**src/rtl/atb_pkg.sv**
```systemverilog
// Shared types, constants and tables for the affine transform builder.
// Depends on nothing; every other file imports it.
package atb_pkg;

    localparam int CORDIC_STAGES = 16;
    localparam int TAB_LEN       = 24;
    localparam int NSTAGE        = (CORDIC_STAGES < TAB_LEN) ? CORDIC_STAGES : TAB_LEN;

    localparam int IN_W  = 152;
    localparam int OUT_W = 176;

    localparam logic signed [31:0] CORDIC_GAIN = 32'sd652032874;

    localparam logic [18:0] FULL_TURN  = 19'd23040;
    localparam logic [18:0] ROT_OFFSET = 19'd138240;
    localparam logic [14:0] HALF_TURN  = 15'd11520;
    localparam logic [14:0] QUARTER    = 15'd5760;

    typedef logic signed [31:0] atan_tab_t [TAB_LEN];
    localparam atan_tab_t ATAN_TAB = '{
        32'sd188743680, 32'sd111421900, 32'sd58872272, 32'sd29884485,
        32'sd15000233,  32'sd7507429,   32'sd3754631,  32'sd1877430,
        32'sd938729,    32'sd469366,    32'sd234683,   32'sd117342,
        32'sd58671,     32'sd29335,     32'sd14668,    32'sd7334,
        32'sd3667,      32'sd1833,      32'sd917,      32'sd458,
        32'sd229,       32'sd115,       32'sd57,       32'sd29
    };

    typedef struct packed {
        logic signed [23:0] ox;
        logic signed [23:0] oy;
        logic signed [23:0] px;
        logic signed [23:0] py;
        logic signed [15:0] sx;
        logic signed [15:0] sy;
        logic [14:0]        m;
        logic [1:0]         q;
    } item_t;

    typedef struct packed {
        logic signed [31:0] x;
        logic signed [31:0] y;
        logic signed [31:0] z;
    } rot_t;

    typedef struct packed {
        logic signed [23:0] a;
        logic signed [23:0] b;
        logic signed [23:0] c;
        logic signed [23:0] d;
    } ent_t;

endpackage

```
**src/rtl/atb_cordic_cell.sv**
```systemverilog
// One CORDIC rotation cell: a micro-rotation by the given shift and angle.
// Depends on atb_pkg.
module atb_cordic_cell (
    input  logic                 clk,
    input  logic                 rst_n,
    input  logic                 en,
    input  logic [4:0]           shift_amt,
    input  logic signed [31:0]   angle,
    input  logic                 in_valid,
    input  atb_pkg::item_t       in_item,
    input  atb_pkg::rot_t        in_rot,
    output logic                 out_valid,
    output atb_pkg::item_t       out_item,
    output atb_pkg::rot_t        out_rot
);
    import atb_pkg::*;

    logic  valid_reg;
    item_t item_reg;
    rot_t  rot_reg, rot_next;
    logic signed [31:0] dx, dy;

    always_comb
    begin
        dx = in_rot.y >>> shift_amt;
        dy = in_rot.x >>> shift_amt;
        if (!in_rot.z[31])
        begin
            rot_next.x = in_rot.x - dx;
            rot_next.y = in_rot.y + dy;
            rot_next.z = in_rot.z - angle;
        end
        else
        begin
            rot_next.x = in_rot.x + dx;
            rot_next.y = in_rot.y - dy;
            rot_next.z = in_rot.z + angle;
        end
    end

    always_ff @(posedge clk or negedge rst_n)
    begin
        if (!rst_n)
            valid_reg <= 1'b0;
        else if (en)
            valid_reg <= in_valid;
    end

    always_ff @(posedge clk)
    begin
        if (en)
        begin
            item_reg <= in_item;
            rot_reg  <= rot_next;
        end
    end

    assign out_valid = valid_reg;
    assign out_item  = item_reg;
    assign out_rot   = rot_reg;
endmodule

```
**config.mk**
```make
export PLATFORM = sky130hd
export DESIGN_NAME = atb_cordic_cell
export DESIGN_NICKNAME = d
export VERILOG_FILES = /design/src/rtl/atb_pkg.sv /design/src/rtl/atb_cordic_cell.sv
export SDC_FILE = /design/constraint.sdc
export NUM_CORES = 1
export LEC_CHECK = 0
export BUFFER_PORTS_ARGS = -buffer_cell sky130_fd_sc_hd__buf_2
export CAP_MARGIN = 0
export CORE_AREA = 2 2 203 205
export CTS_CLUSTER_SIZE = 16
export DETAILED_ROUTE_END_ITERATION = 7
export DIE_AREA = 0 0 205 207
export PLACE_DENSITY = 0.76
export SYNTH_ARGS = -nofsm -noshare
export SYNTH_HDL_FRONTEND = slang
export SYNTH_SLANG_ARGS = --single-unit
```
**constraint.sdc**
```tcl
create_clock -name clk -period 0.9 [get_ports clk]
set_clock_uncertainty 0.2 [all_clocks]
set_input_delay 0.18 -clock clk [delete_from_list [all_inputs] [get_ports clk]]
set_output_delay 0.18 -clock clk [all_outputs]
set_load 0.05 [all_outputs]
```
==> results of run 1 <==
==> per-stage QoR <==
stage	cell area, um^2	hold slack (ns)	util [%]	cells	setup TNS (ns)
floorplan	19000	-0.316	-	1669	-295.15
global placement	29200	-0.227	72.3	3315	-388.99
detailed placement	29200	-0.227	72.3	3315	-400.79
CTS	32900	-0.263	81.5	3575	-420.41
==> synthesized netlist by cell type (all sizes together) (14+ instances only) <==
cell type,count
nor2,137
o21a,22
mux2,34
nand2,96
nor2b,19
mux2i,41
xor2,75
and2,21
a211oi,23
xnor2,91
mux4,82
a21oi,155
clkbuf,28
nand2b,14
inv,49
and3,18
o21ai,79
a21o,48
a31oi,28
nor3,35
edfxtp,241
buf,43
nand3,24
ha,103
==> repair_timing <==
item	in CTS
pin swaps	70
resized for setup	188
endpoints found under the setup margin	338
endpoints found under the hold margin	213
buffers inserted	63
hold buffers	148
gates cloned	1
==> cells by family after synthesis <==
group	synth area share, %
and+or+nand+nor	11.1
AOI/OAI and AO/OA	16.3
xor gates and xnor gates	7.92
adders and majority gates	7.35
DFF	39.5
buffers and inverters	3.39
muxes	14.4
==> routing by layer <==
layer	overflow	GRT usage, %
met3	1	70.9
met2	2	91.7
met5	1	56.7
met4	6	73.7
met1	0	77.5
==> report_table.html, run 1 <==
<table>
<tr><th>Metric</th><th>Value</th></tr>
<tr><th colspan="2">Timing</th></tr>
<tr><td>Endpoint with the least setup slack after the last repair</td><td>out_rot[94]$_DFFE_PP_/D</td></tr>
<tr><td>WEP type</td><td>sequential cell input</td></tr>
<tr><th colspan="2">Run status</th></tr>
<tr><td>Error that halted the flow</td><td>[ERROR GRT-0232] Routing congestion too high. Check the congestion heatmap in the GUI.</td></tr>
<tr><td>Status</td><td>stopped before the end</td></tr>
<tr><td>Exit stage</td><td>global routing</td></tr>
<tr><th colspan="2">Synthesis</th></tr>
<tr><td>Proportion of synthesized chip area in sequential cells</td><td>approximately two fifths</td></tr>
<tr><td>EDFF count, synth</td><td>241</td></tr>
<tr><td>Number of cells produced by synthesis</td><td>1669</td></tr>
<tr><td>Synth Flop Type</td><td>sky130_fd_sc_hd__edfxtp_1</td></tr>
<tr><td>Fraction of synthesis flops using an asynchronous set or reset pin</td><td>0.413%</td></tr>
<tr><td>Synthesized Nets</td><td>2057</td></tr>
<tr><td>Area of the mapped netlist</td><td>18400 um^2</td></tr>
<tr><td>Post-synth top area cell</td><td>sky130_fd_sc_hd__edfxtp_1</td></tr>
<tr><td>Dominant cells by area after synthesis</td><td>sky130_fd_sc_hd__edfxtp_1, sky130_fd_sc_hd__mux4_2, sky130_fd_sc_hd__ha_1</td></tr>
<tr><td>Number of distinct library cells after synthesis</td><td>between 90 and 100</td></tr>
<tr><td>Post-synthesis average cell area</td><td>around 11 um^2</td></tr>
<tr><td>Number of warnings printed during yosys synthesis</td><td>0</td></tr>
<tr><td>Share of Yosys cell area claimed by the top area cell type</td><td>39.4%</td></tr>
<tr><td>Register bit total from synthesis</td><td>242</td></tr>
<tr><th colspan="2">CTS</th></tr>
<tr><td>Clock root cell</td><td>sky130_fd_sc_hd__clkbuf_16</td></tr>
<tr><td>TritonCTS Buffers</td><td>28</td></tr>
<tr><td>Number of clock sinks</td><td>242</td></tr>
<tr><td>Maximum level of the CTS H-tree</td><td>1</td></tr>
<tr><td>Buffers from clock root to sink, at most</td><td>3</td></tr>
<tr><th colspan="2">Global routing</th></tr>
<tr><td>Maximum number of pins on one net before global-route repair</td><td>26</td></tr>
<tr><td>GRT Overall Usage</td><td>79.1%</td></tr>
<tr><td>GRT Residual Overflow</td><td>10</td></tr>
<tr><td>Antenna violations before repair</td><td>36</td></tr>
<tr><th colspan="2">Floorplan</th></tr>
<tr><td>Ports placed on the boundary</td><td>524</td></tr>
<tr><td>Die boundary width</td><td>205 um</td></tr>
<tr><td>Vertical extent of the die</td><td>207 um</td></tr>
<tr><td>Initial Utilization</td><td>45.5%</td></tr>
<tr><td>Standard-cell rows</td><td>74</td></tr>
<tr><th colspan="2">Placement</th></tr>
<tr><td>Place WS</td><td>-4.67 ns</td></tr>
<tr><td>Input/output buffers</td><td>about 520</td></tr>
<tr><td>Hpwl dp</td><td>71.8 mm</td></tr>
<tr><td>Final GP Congestion</td><td>1.05</td></tr>
</table>
==> inputs of run 2 (changes only) <==
--- a/config.mk
+++ b/config.mk
@@ -7,11 +7,9 @@
 export LEC_CHECK = 0
 export BUFFER_PORTS_ARGS = -buffer_cell sky130_fd_sc_hd__buf_2
 export CAP_MARGIN = 0
-export CORE_AREA = 2 2 203 205
-export CTS_CLUSTER_SIZE = 16
+export CORE_UTILIZATION = 40
 export DETAILED_ROUTE_END_ITERATION = 7
-export DIE_AREA = 0 0 205 207
-export PLACE_DENSITY = 0.76
+export PLACE_DENSITY_LB_ADDON = 0.15
 export SYNTH_ARGS = -nofsm -noshare
 export SYNTH_HDL_FRONTEND = slang
 export SYNTH_SLANG_ARGS = --single-unit
==> constraint.sdc (replaced) <==
create_clock -name clk -period 1.2 [get_ports clk]
set_clock_uncertainty 0.2 [all_clocks]
set_input_delay 0.24 -clock clk [delete_from_list [all_inputs] [get_ports clk]]
set_output_delay 0.24 -clock clk [all_outputs]
set_load 0.05 [all_outputs]
==> run 2 against run 1 <==
The flow now finishes, with violations (hold timing, setup timing). Synthesized cell count did not move. Area after synthesis unchanged.
==> report_table.html, run 2 <==
<table>
<tr><th>Metric</th><th>Value</th></tr>
<tr><th colspan="2">Run status</th></tr>
<tr><td>Status</td><td>finished, violations left</td></tr>
<tr><td>Violated checks</td><td>hold timing, setup timing</td></tr>
<tr><th colspan="2">Power</th></tr>
<tr><td>Combinational cell fraction of total power</td><td>55.3%</td></tr>
<tr><td>Sequential share of power</td><td>26.0%</td></tr>
<tr><td>Clock Power Share</td><td>18.7%</td></tr>
<tr><td>Largest vdd supply drop</td><td>1.26 mV</td></tr>
<tr><td>Net load switching power</td><td>~18 mW</td></tr>
<tr><td>Cell-internal power</td><td>27.3 mW</td></tr>
<tr><td>Net Sw Frac</td><td>39.8%</td></tr>
<tr><td>Power per Cell Area</td><td>1320 nW/um^2</td></tr>
<tr><td>Static leakage</td><td>15.2 nW</td></tr>
<tr><th colspan="2">Drt</th></tr>
<tr><td>Vias after detailed routing</td><td>20900</td></tr>
<tr><td>First-pass iteration count of the detailed router</td><td>5</td></tr>
<tr><td>Avg Vias per Cell</td><td>5.57</td></tr>
<tr><td>ANT nets after route</td><td>0</td></tr>
<tr><td>First-iteration detailed-routing DRC count</td><td>between 1500 and 2000</td></tr>
<tr><td>Overall routed net length</td><td>roughly 87 mm</td></tr>
<tr><td>Routed length per instance</td><td>23.3 um</td></tr>
<tr><td>Drt drc</td><td>0</td></tr>
<tr><th colspan="2">Global routing</th></tr>
<tr><td>GRT Overall Usage</td><td>approximately a third</td></tr>
<tr><td>Maximum number of pins on one net before global-route repair</td><td>25</td></tr>
<tr><td>Antenna violations before repair</td><td>11</td></tr>
<tr><td>Vias in the first global route</td><td>21200</td></tr>
<tr><td>Wire length of the first global-routing pass</td><td>125 mm</td></tr>
<tr><td>GRT Residual Overflow</td><td>0</td></tr>
<tr><th colspan="2">Cells and area</th></tr>
<tr><td>Final std cells w/o fill</td><td>3753</td></tr>
<tr><td>Synthesis-to-finish area growth</td><td>87.0%</td></tr>
<tr><td>Share of cells above drive strength 1</td><td>59.4%</td></tr>
<tr><td>Most common library cell in the layout ignoring fill and taps</td><td>sky130_fd_sc_hd__buf_4</td></tr>
<tr><td>Max FFs per register</td><td>about 150</td></tr>
<tr><td>Most frequent cells in the layout</td><td>sky130_fd_sc_hd__buf_4, sky130_fd_sc_hd__buf_6, sky130_fd_sc_hd__buf_2, sky130_fd_sc_hd__edfxtp_1, sky130_fd_sc_hd__dlygate4sd3_1</td></tr>
<tr><td>Final layout net count</td><td>3511</td></tr>
<tr><td>Fraction of the core area covered by cells at the end of the flow</td><td>about three quarters</td></tr>
<tr><th colspan="2">Timing</th></tr>
<tr><td>Fmax</td><td>about 210 MHz</td></tr>
<tr><td>Fin Setup TNS</td><td>-379.65 ns</td></tr>
<tr><td>Worst Max-Slew Pin Slew</td><td>1.16 ns</td></tr>
<tr><td>Post-route worst setup slack</td><td>-3.64 ns</td></tr>
<tr><td>Number of setup violations in the final report</td><td>580</td></tr>
<tr><td>Max-slew violations</td><td>0</td></tr>
<tr><td>Setup repair after global routing missed its margin</td><td>yes</td></tr>
<tr><td>Share of the clock period used by the worst path after layout</td><td>403%</td></tr>
<tr><td>Worst slew margin relative to its limit</td><td>21.9%</td></tr>
<tr><td>Time the worst path needs with I/O delays and setup</td><td>4.84 ns</td></tr>
<tr><td>Final-layout worst hold slack</td><td>-0.0818 ns</td></tr>
<tr><td>Number of endpoints with negative hold slack in the final report</td><td>1</td></tr>
<tr><th colspan="2">Synthesis</th></tr>
<tr><td>EDFF count, synth</td><td>241</td></tr>
<tr><td>Synthesized Nets</td><td>between 2000 and 2500</td></tr>
<tr><td>Share of Yosys cell area claimed by the top area cell type</td><td>39.4%</td></tr>
<tr><td>Fraction of synthesis flops using an asynchronous set or reset pin</td><td>0.413%</td></tr>
<tr><td>Proportion of synthesized chip area in sequential cells</td><td>39.5%</td></tr>
<tr><td>Number of cells produced by synthesis</td><td>roughly 1700</td></tr>
<tr><td>Top post-synthesis cells by count</td><td>sky130_fd_sc_hd__edfxtp_1, sky130_fd_sc_hd__a21oi_1, sky130_fd_sc_hd__nor2_1</td></tr>
<tr><td>Compound-cell area share of the yosys netlist</td><td>between 10% and 20%</td></tr>
<tr><td>Register bit total from synthesis</td><td>242</td></tr>
<tr><td>Synthesized-area fraction occupied by adder cells</td><td>around 7.3%</td></tr>
<tr><td>Post-synthesis share of cell area spent on and, or, nand and nor gates</td><td>11.1%</td></tr>
<tr><td>Number of warnings printed during yosys synthesis</td><td>0</td></tr>
<tr><td>Most frequent cell after synthesis</td><td>sky130_fd_sc_hd__edfxtp_1</td></tr>
<tr><td>Dominant cells by area after synthesis</td><td>sky130_fd_sc_hd__edfxtp_1, sky130_fd_sc_hd__mux4_2, sky130_fd_sc_hd__ha_1</td></tr>
<tr><td>Number of distinct library cells after synthesis</td><td>93</td></tr>
<tr><td>Largest family of logic cells by synthesized area</td><td>compound AO/OA/AOI/OAI gates</td></tr>
<tr><td>Share of cell area taken by muxes after synthesis</td><td>14.4%</td></tr>
<tr><td>Post-synthesis average cell area</td><td>11.0 um^2</td></tr>
<tr><td>Post-synth top area cell</td><td>sky130_fd_sc_hd__edfxtp_1</td></tr>
<tr><td>Area of the mapped netlist</td><td>18400 um^2</td></tr>
<tr><td>Synth Flop Type</td><td>sky130_fd_sc_hd__edfxtp_1</td></tr>
<tr><td>Synth Area in XOR/XNOR</td><td>7.92%</td></tr>
<tr><th colspan="2">Floorplan</th></tr>
<tr><td>Die boundary width</td><td>216 um</td></tr>
<tr><td>Die Footprint</td><td>roughly 47000 um^2</td></tr>
<tr><td>Ports placed on the boundary</td><td>524</td></tr>
<tr><td>Core Region</td><td>45300 um^2</td></tr>
<tr><td>Standard-cell rows</td><td>78</td></tr>
<tr><td>Vertical extent of the die</td><td>216 um</td></tr>
<tr><td>Initial Utilization</td><td>40.6%</td></tr>
<tr><th colspan="2">Job</th></tr>
<tr><td>Number of max-cap violations</td><td>0</td></tr>
<tr><th colspan="2">Critical path</th></tr>
<tr><td>Reg2reg setup slack</td><td>0.21 ns</td></tr>
<tr><td>Critical R2R Capture</td><td>out_valid$_DFFE_PN0P_</td></tr>
<tr><td>Classification of the worst setup path</td><td>in2reg</td></tr>
<tr><td>Launching instance or port of the critical path</td><td>shift_amt[2]</td></tr>
<tr><td>Logic depth of the worst register-to-register path</td><td>1</td></tr>
<tr><td>WP data required</td><td>1.34 ns</td></tr>
<tr><td>Worst Path Arrival</td><td>4.97 ns</td></tr>
<tr><td>Kind of start point of the critical path</td><td>input port</td></tr>
<tr><td>Peak fanout along the critical path</td><td>16</td></tr>
<tr><td>R2r startpoint</td><td>out_valid$_DFFE_PN0P_</td></tr>
<tr><td>Critical path capture point</td><td>out_rot[62]$_DFFE_PP_</td></tr>
<tr><td>Capturing element type of the critical path</td><td>flop</td></tr>
<tr><th colspan="2">CTS</th></tr>
<tr><td>Buffers from clock root to sink, at most</td><td>3</td></tr>
<tr><td>Clock slew at reported path FFs</td><td>0.07 ns</td></tr>
<tr><td>Quantity of hold-fixing buffers added after cts</td><td>151</td></tr>
<tr><td>TritonCTS Buffers</td><td>27</td></tr>
<tr><td>Clock insertion delay at the later pin of the skew report</td><td>about 0.56 ns</td></tr>
<tr><td>Maximum level of the CTS H-tree</td><td>1</td></tr>
<tr><td>Clock root cell</td><td>sky130_fd_sc_hd__clkbuf_16</td></tr>
<tr><td>Clock tree from TritonCTS</td><td>built</td></tr>
<tr><td>Number of clock sinks</td><td>approximately 240</td></tr>
<tr><th colspan="2">Min path</th></tr>
<tr><td>Type of the tightest min-delay check</td><td>in2reg</td></tr>
<tr><td>Min-Delay Startpoint</td><td>in_rot[64]</td></tr>
<tr><td>Hold depth</td><td>3</td></tr>
<tr><th colspan="2">Placement</th></tr>
<tr><td>Input/output buffers</td><td>523</td></tr>
<tr><td>Hpwl dp</td><td>60.2 mm</td></tr>
<tr><td>Placed cell count</td><td>3395</td></tr>
<tr><td>Place WS</td><td>-4.51 ns</td></tr>
<tr><td>Final GP Congestion</td><td>0.972</td></tr>
</table>
[run 2: timing repair]
item | CTS | global route
cloned | 6 | 0
pin swaps | 205 | 164
resized for setup | 753 | 178
hold endpoints to repair | 181 | 2
buffers inserted | 104 | 70
setup endpoints to repair | 337 | 580
[run 2: power groups by stage]
stage / logic [mW] / clock network [mW] / registers (mW)
floorplan: 7.21 / 0 / 16.1
global placement: 19.3 / 0 / 11.5
detailed placement: 19.5 / 0 / 11.6
CTS: 23.3 / 8.43 / 11.7
global route: 26.2 / 8.86 / 11.9
finish: 25.1 / 8.47 / 11.8
[run 2: cell families (layout without fill, tap and decap cells)]
family | after synthesis | in the layout
buffers and inverters | 121 | 1595
AO/OA/AOI/OAI | 467 | 467
flip-flops | 242 | 242
XOR/XNOR | 166 | 166
adder cells (fa/ha/maj) | 106 | 106
other | 0 | 10
multiplexers | 157 | 157
AND/OR/NAND/NOR | 410 | 410
[run 2: cell type report]
| class | instances | area (um^2) |
|---|---|---|
| multi-input cells | 1306 | 12600 |
| repair buffers | 1496 | 12600 |
| clock inverters | 18 | 180 |
| inverters | 50 | 203 |
| clock buffers | 31 | 691 |
| well taps | 600 | 751 |
| diodes | 10 | 25.0 |
| fillers | 2896 | 11000 |
| flip-flops and latches | 242 | 7260 |
[run 2: worst min-delay path by stage]
stage	to	slack (ns)
after global placement	out_valid$_DFFE_PN0P_	-0.18
after detailed placement	out_valid$_DFFE_PN0P_	-0.18
after CTS	out_rot[64]$_DFFE_PP_	-0.1
after floorplan	out_valid$_DFFE_PN0P_	-0.26
after global routing	out_rot[64]$_DFFE_PP_	-0.08
final	out_rot[64]$_DFFE_PP_	-0.08
[run 2: worst max-delay path: stages]
cell and delay (ns):
sky130_fd_sc_hd__buf_4 0.22, sky130_fd_sc_hd__buf_12 0.21, sky130_fd_sc_hd__buf_4 0.20, sky130_fd_sc_hd__mux4_2 0.39, sky130_fd_sc_hd__mux4_2 0.57, sky130_fd_sc_hd__a21oi_2 0.19
sky130_fd_sc_hd__inv_2 0.06, sky130_fd_sc_hd__a211o_1 0.29, sky130_fd_sc_hd__or2_4 0.28, sky130_fd_sc_hd__nor4_4 0.34, sky130_fd_sc_hd__buf_4 0.19, sky130_fd_sc_hd__buf_6 0.09
sky130_fd_sc_hd__and2_4 0.14, sky130_fd_sc_hd__a21oi_2 0.05, sky130_fd_sc_hd__xnor2_1 0.15, sky130_fd_sc_hd__ha_2 0.20, sky130_fd_sc_hd__or3_1 0.35, sky130_fd_sc_hd__o22a_1 0.25
sky130_fd_sc_hd__a211o_1 0.32, sky130_fd_sc_hd__a21oi_2 0.13, sky130_fd_sc_hd__xnor2_1 0.09
[run 2: routing by layer]
metal / vias to the layer above / global-route usage, % / part of all wire (%)
met1: 10300 / 41.7 / 38
met5: - / 0 / 0.031
met2: 960 / 63.2 / 51
met3: 268 / 4.44 / 6.3
met4: 4 / 13.4 / 5.1
li1: 9369 / - / -
[run 2: stage by stage]
stage	power (mW)	area, um^2
2_1_floorplan	23.3	19000
3_3_place_gp	30.8	27200
3_5_place_dp	31.0	27200
4_1_cts	43.4	33100
5_1_grt	47.0	34300
6_report	45.4	34300
No activity file was read; power rests on OpenSTA's default activity.
==> inputs of run 3 (changes only) <==
--- a/config.mk
+++ b/config.mk
@@ -5,10 +5,10 @@
 export SDC_FILE = /design/constraint.sdc
 export NUM_CORES = 1
 export LEC_CHECK = 0
-export BUFFER_PORTS_ARGS = -buffer_cell sky130_fd_sc_hd__buf_2
 export CAP_MARGIN = 0
 export CORE_UTILIZATION = 40
 export DETAILED_ROUTE_END_ITERATION = 7
+export DONT_BUFFER_PORTS = 1
 export PLACE_DENSITY_LB_ADDON = 0.15
 export SYNTH_ARGS = -nofsm -noshare
 export SYNTH_HDL_FRONTEND = slang
==> run 3 against run 2 <==
The flow still finishes with violations (hold timing, setup timing). Highest routed layer is now met4. Critical endpoint is now out_rot[91]$_DFFE_PP_. First-iteration DRC count is 10% lower. Global-route usage is 4.2 points lower. Worst hold slack worse by 0.38 ns.
==> report_table.html, run 3 (synthesis gave the netlist of run 2 again) <==
<table>
<tr><th>Metric</th><th>Value</th></tr>
<tr><th colspan="2">Timing</th></tr>
<tr><td>Number of endpoints with negative hold slack in the final report</td><td>around 100</td></tr>
<tr><td>Time the worst path needs with I/O delays and setup</td><td>4.49 ns</td></tr>
<tr><td>Worst Max-Slew Pin Slew</td><td>between 1 and 1.5 ns</td></tr>
<tr><td>Post-route worst setup slack</td><td>-3.29 ns</td></tr>
<tr><td>Share of the clock period used by the worst path after layout</td><td>374%</td></tr>
<tr><td>Fmax</td><td>223 MHz</td></tr>
<tr><td>Fin Setup TNS</td><td>-314.28 ns</td></tr>
<tr><td>Max-slew violations</td><td>0</td></tr>
<tr><td>Worst slew margin relative to its limit</td><td>17.5%</td></tr>
<tr><td>Setup repair after global routing missed its margin</td><td>yes</td></tr>
<tr><td>Number of setup violations in the final report</td><td>between 300 and 400</td></tr>
<tr><td>Final-layout worst hold slack</td><td>-0.458 ns</td></tr>
<tr><th colspan="2">Global routing</th></tr>
<tr><td>Antenna violations before repair</td><td>1</td></tr>
<tr><td>GRT Residual Overflow</td><td>0</td></tr>
<tr><td>Vias in the first global route</td><td>between 15000 and 20000</td></tr>
<tr><td>Maximum number of pins on one net before global-route repair</td><td>243</td></tr>
<tr><td>Wire length of the first global-routing pass</td><td>110 mm</td></tr>
<tr><td>GRT Overall Usage</td><td>between 30 and 40%</td></tr>
<tr><th colspan="2">Placement</th></tr>
<tr><td>Final GP Congestion</td><td>0.929</td></tr>
<tr><td>Place WS</td><td>-4.14 ns</td></tr>
<tr><td>Placed cell count</td><td>2912</td></tr>
<tr><td>Hpwl dp</td><td>53.8 mm</td></tr>
<tr><td>Input/output buffers</td><td>0</td></tr>
<tr><th colspan="2">Cells and area</th></tr>
<tr><td>Filler instances</td><td>3182</td></tr>
<tr><td>Share of cells above drive strength 1</td><td>48.5%</td></tr>
<tr><td>Synthesis-to-finish area growth</td><td>73.1%</td></tr>
<tr><td>Final std cells w/o fill</td><td>3212</td></tr>
<tr><td>Most frequent cells in the layout</td><td>sky130_fd_sc_hd__buf_4, sky130_fd_sc_hd__edfxtp_1, sky130_fd_sc_hd__buf_12, sky130_fd_sc_hd__dlygate4sd3_1, sky130_fd_sc_hd__buf_6</td></tr>
<tr><td>Most common library cell in the layout ignoring fill and taps</td><td>sky130_fd_sc_hd__buf_4</td></tr>
<tr><td>Final layout net count</td><td>2976</td></tr>
<tr><td>Max FFs per register</td><td>145</td></tr>
<tr><th colspan="2">Critical path</th></tr>
<tr><td>Capturing element type of the critical path</td><td>flop</td></tr>
<tr><td>Worst Path Arrival</td><td>~4.6 ns</td></tr>
<tr><td>Slowest cell delay on critical path</td><td>0.48 ns</td></tr>
<tr><td>Reg2reg setup slack</td><td>0.07 ns</td></tr>
<tr><td>Cell with the largest stage delay on the worst path</td><td>sky130_fd_sc_hd__mux4_2</td></tr>
<tr><td>Crit path cell chain</td><td>mux4_2 -&gt; mux2_4 -&gt; a222oi_1 -&gt; buf_4 -&gt; inv_2 -&gt; a21oi_4 -&gt; ha_4 -&gt; and2_4 -&gt; and2_4 -&gt; nor2_2 -&gt; xnor2_2 -&gt; ha_1 -&gt; buf_4 -&gt; and3_4 -&gt; a221oi_4 -&gt; and4b_2 -&gt; nor3_4 -&gt; o311ai_4 -&gt; a21oi_4 -&gt; a21o_1 -&gt; a21oi_2 -&gt; xnor2_1</td></tr>
<tr><td>Classification of the worst setup path</td><td>in2reg</td></tr>
<tr><td>WP data required</td><td>1.32 ns</td></tr>
<tr><td>Buf/Inv on CP</td><td>3</td></tr>
<tr><td>Cell type group with the largest total delay on the critical path</td><td>compound AO/OA/AOI/OAI gates</td></tr>
<tr><td>Logic depth of the worst register-to-register path</td><td>2</td></tr>
<tr><td>Kind of start point of the critical path</td><td>input port</td></tr>
<tr><td>Critical R2R Capture</td><td>out_valid$_DFFE_PN0P_</td></tr>
<tr><td>Peak fanout along the critical path</td><td>100</td></tr>
<tr><td>R2r startpoint</td><td>out_valid$_DFFE_PN0P_</td></tr>
<tr><th colspan="2">Drt</th></tr>
<tr><td>First-iteration detailed-routing DRC count</td><td>1430</td></tr>
<tr><td>Avg Vias per Cell</td><td>5.64</td></tr>
<tr><td>Drt drc</td><td>0</td></tr>
<tr><td>Routed length per instance</td><td>23.5 um</td></tr>
<tr><td>Vias after detailed routing</td><td>18100</td></tr>
<tr><td>ANT nets after route</td><td>0</td></tr>
<tr><td>First-pass iteration count of the detailed router</td><td>5</td></tr>
<tr><td>Overall routed net length</td><td>between 70 and 80 mm</td></tr>
<tr><th colspan="2">Floorplan</th></tr>
<tr><td>Die boundary width</td><td>216 um</td></tr>
<tr><td>Initial Utilization</td><td>40.6%</td></tr>
<tr><td>Ports placed on the boundary</td><td>between 500 and 600</td></tr>
<tr><td>Vertical extent of the die</td><td>about 220 um</td></tr>
<tr><td>Standard-cell rows</td><td>a little under 80</td></tr>
<tr><td>Die Footprint</td><td>46800 um^2</td></tr>
<tr><td>Core Region</td><td>45300 um^2</td></tr>
<tr><th colspan="2">CTS</th></tr>
<tr><td>Clock slew at reported path FFs</td><td>around 0.060 ns</td></tr>
<tr><td>Number of clock sinks</td><td>242</td></tr>
<tr><td>Clock root cell</td><td>sky130_fd_sc_hd__clkbuf_16</td></tr>
<tr><td>Maximum level of the CTS H-tree</td><td>1</td></tr>
<tr><td>TritonCTS Buffers</td><td>29</td></tr>
<tr><td>Quantity of hold-fixing buffers added after cts</td><td>152</td></tr>
<tr><td>Buffers from clock root to sink, at most</td><td>3</td></tr>
<tr><td>Clock insertion delay at the later pin of the skew report</td><td>0.56 ns</td></tr>
<tr><td>Clock tree from TritonCTS</td><td>built</td></tr>
<tr><th colspan="2">Min path</th></tr>
<tr><td>Type of the tightest min-delay check</td><td>in2reg</td></tr>
<tr><td>Sink of the worst hold path</td><td>out_rot[59]$_DFFE_PP_</td></tr>
<tr><td>Min-Delay Startpoint</td><td>en</td></tr>
<tr><td>Hold depth</td><td>0</td></tr>
<tr><th colspan="2">Run status</th></tr>
<tr><td>Violated checks</td><td>hold timing, setup timing</td></tr>
<tr><td>Status</td><td>finished, violations left</td></tr>
<tr><th colspan="2">Power</th></tr>
<tr><td>Power per Cell Area</td><td>1450 nW/um^2</td></tr>
<tr><td>Largest vdd supply drop</td><td>1.29 mV</td></tr>
<tr><td>Static leakage</td><td>around 13 nW</td></tr>
<tr><th colspan="2">Job</th></tr>
<tr><td>Number of max-cap violations</td><td>0</td></tr>
</table>
[run 3: changes by cell type in the layout (fill, tap and decap cells not counted), moves of 8 or more]
cell                      previous run  this run
sky130_fd_sc_hd__buf_2             271         0
sky130_fd_sc_hd__buf_4             720       491
sky130_fd_sc_hd__buf_6             321       146
sky130_fd_sc_hd__buf_12             23       170
sky130_fd_sc_hd__a21oi_2            69        51
sky130_fd_sc_hd__a21oi_1            75        86
sky130_fd_sc_hd__diode_2            10         1
sky130_fd_sc_hd__mux2i_1            32        40
sky130_fd_sc_hd__o21ai_2            26        18
[run 3: routing by layer]
layer	wire (um)	up-vias	part of all wire [%]	global-route usage, %
met5	0	-	0	0
met4	2620	0	3.5	8.97
met3	4750	122	6.3	4.62
met2	39300	720	52	55.3
met1	28900	9008	38	37.5
li1	-	8273	-	-
[run 3: report_power, final]
group / switching, mW / internal [mW] / total, mW
logic: 11.9 / 12.3 / 24.2
clock network: 3.87 / 5.74 / 9.61
registers: 1.07 / 11.1 / 12.2
total: 16.9 / 29.2 / 46.0
[run 3: worst max path at each step]
stage               depth (start not counted)          from                    end
floorplan                                  26  shift_amt[1]  out_rot[62]$_DFFE_PP_
global placement                           20  shift_amt[1]  out_rot[92]$_DFFE_PP_
detailed placement                         20  shift_amt[1]  out_rot[92]$_DFFE_PP_
CTS                                        21  shift_amt[1]  out_rot[94]$_DFFE_PP_
global route                               22  shift_amt[0]  out_rot[92]$_DFFE_PP_
finish                                     22  shift_amt[1]  out_rot[91]$_DFFE_PP_
[run 3: timing repair]
item,in CTS,in global routing
gates resized for setup,281,130
hold endpoints to repair,469,300
setup endpoints to repair,336,337
pin swaps,135,115
buffers inserted,67,56
[run 3: area by class of cell]
cell class | instances | area, um^2 | share of cell area [%]
clock buffer | 30 | 729 | 2.30
multi-input combinational | 1306 | 12300 | 38.6
inverter | 50 | 216 | 0.681
tap | 600 | 751 | 2.36
clock inverter | 24 | 294 | 0.925
antenna | 1 | 2.50 | 0.00787
timing repair buffer | 959 | 10300 | 32.3
sequential | 242 | 7260 | 22.8
[run 3: metrics by stage]
| stage | util, % | instance area [um^2] | hold slack [ns] | total power [mW] |
|---|---|---|---|---|
| floorplan | - | 19000 | -0.256 | 23.3 |
| global placement | 59.0 | 26700 | -0.256 | 32.9 |
| detailed placement | 59.0 | 26700 | -0.256 | 33.1 |
| CTS | 68.0 | 30800 | -0.477 | 44.7 |
| global route | 70.2 | 31800 | -0.477 | 47.7 |
| finish | 70.2 | 31800 | -0.458 | 46.0 |
[run 3: worst reg2reg max path, delay by kind of cell (launching register included)]
kind | cells | cell delay, ns
DFF | 1 | 0.41
buffers and inverters | 1 | 0.15
muxes | 1 | 0.25
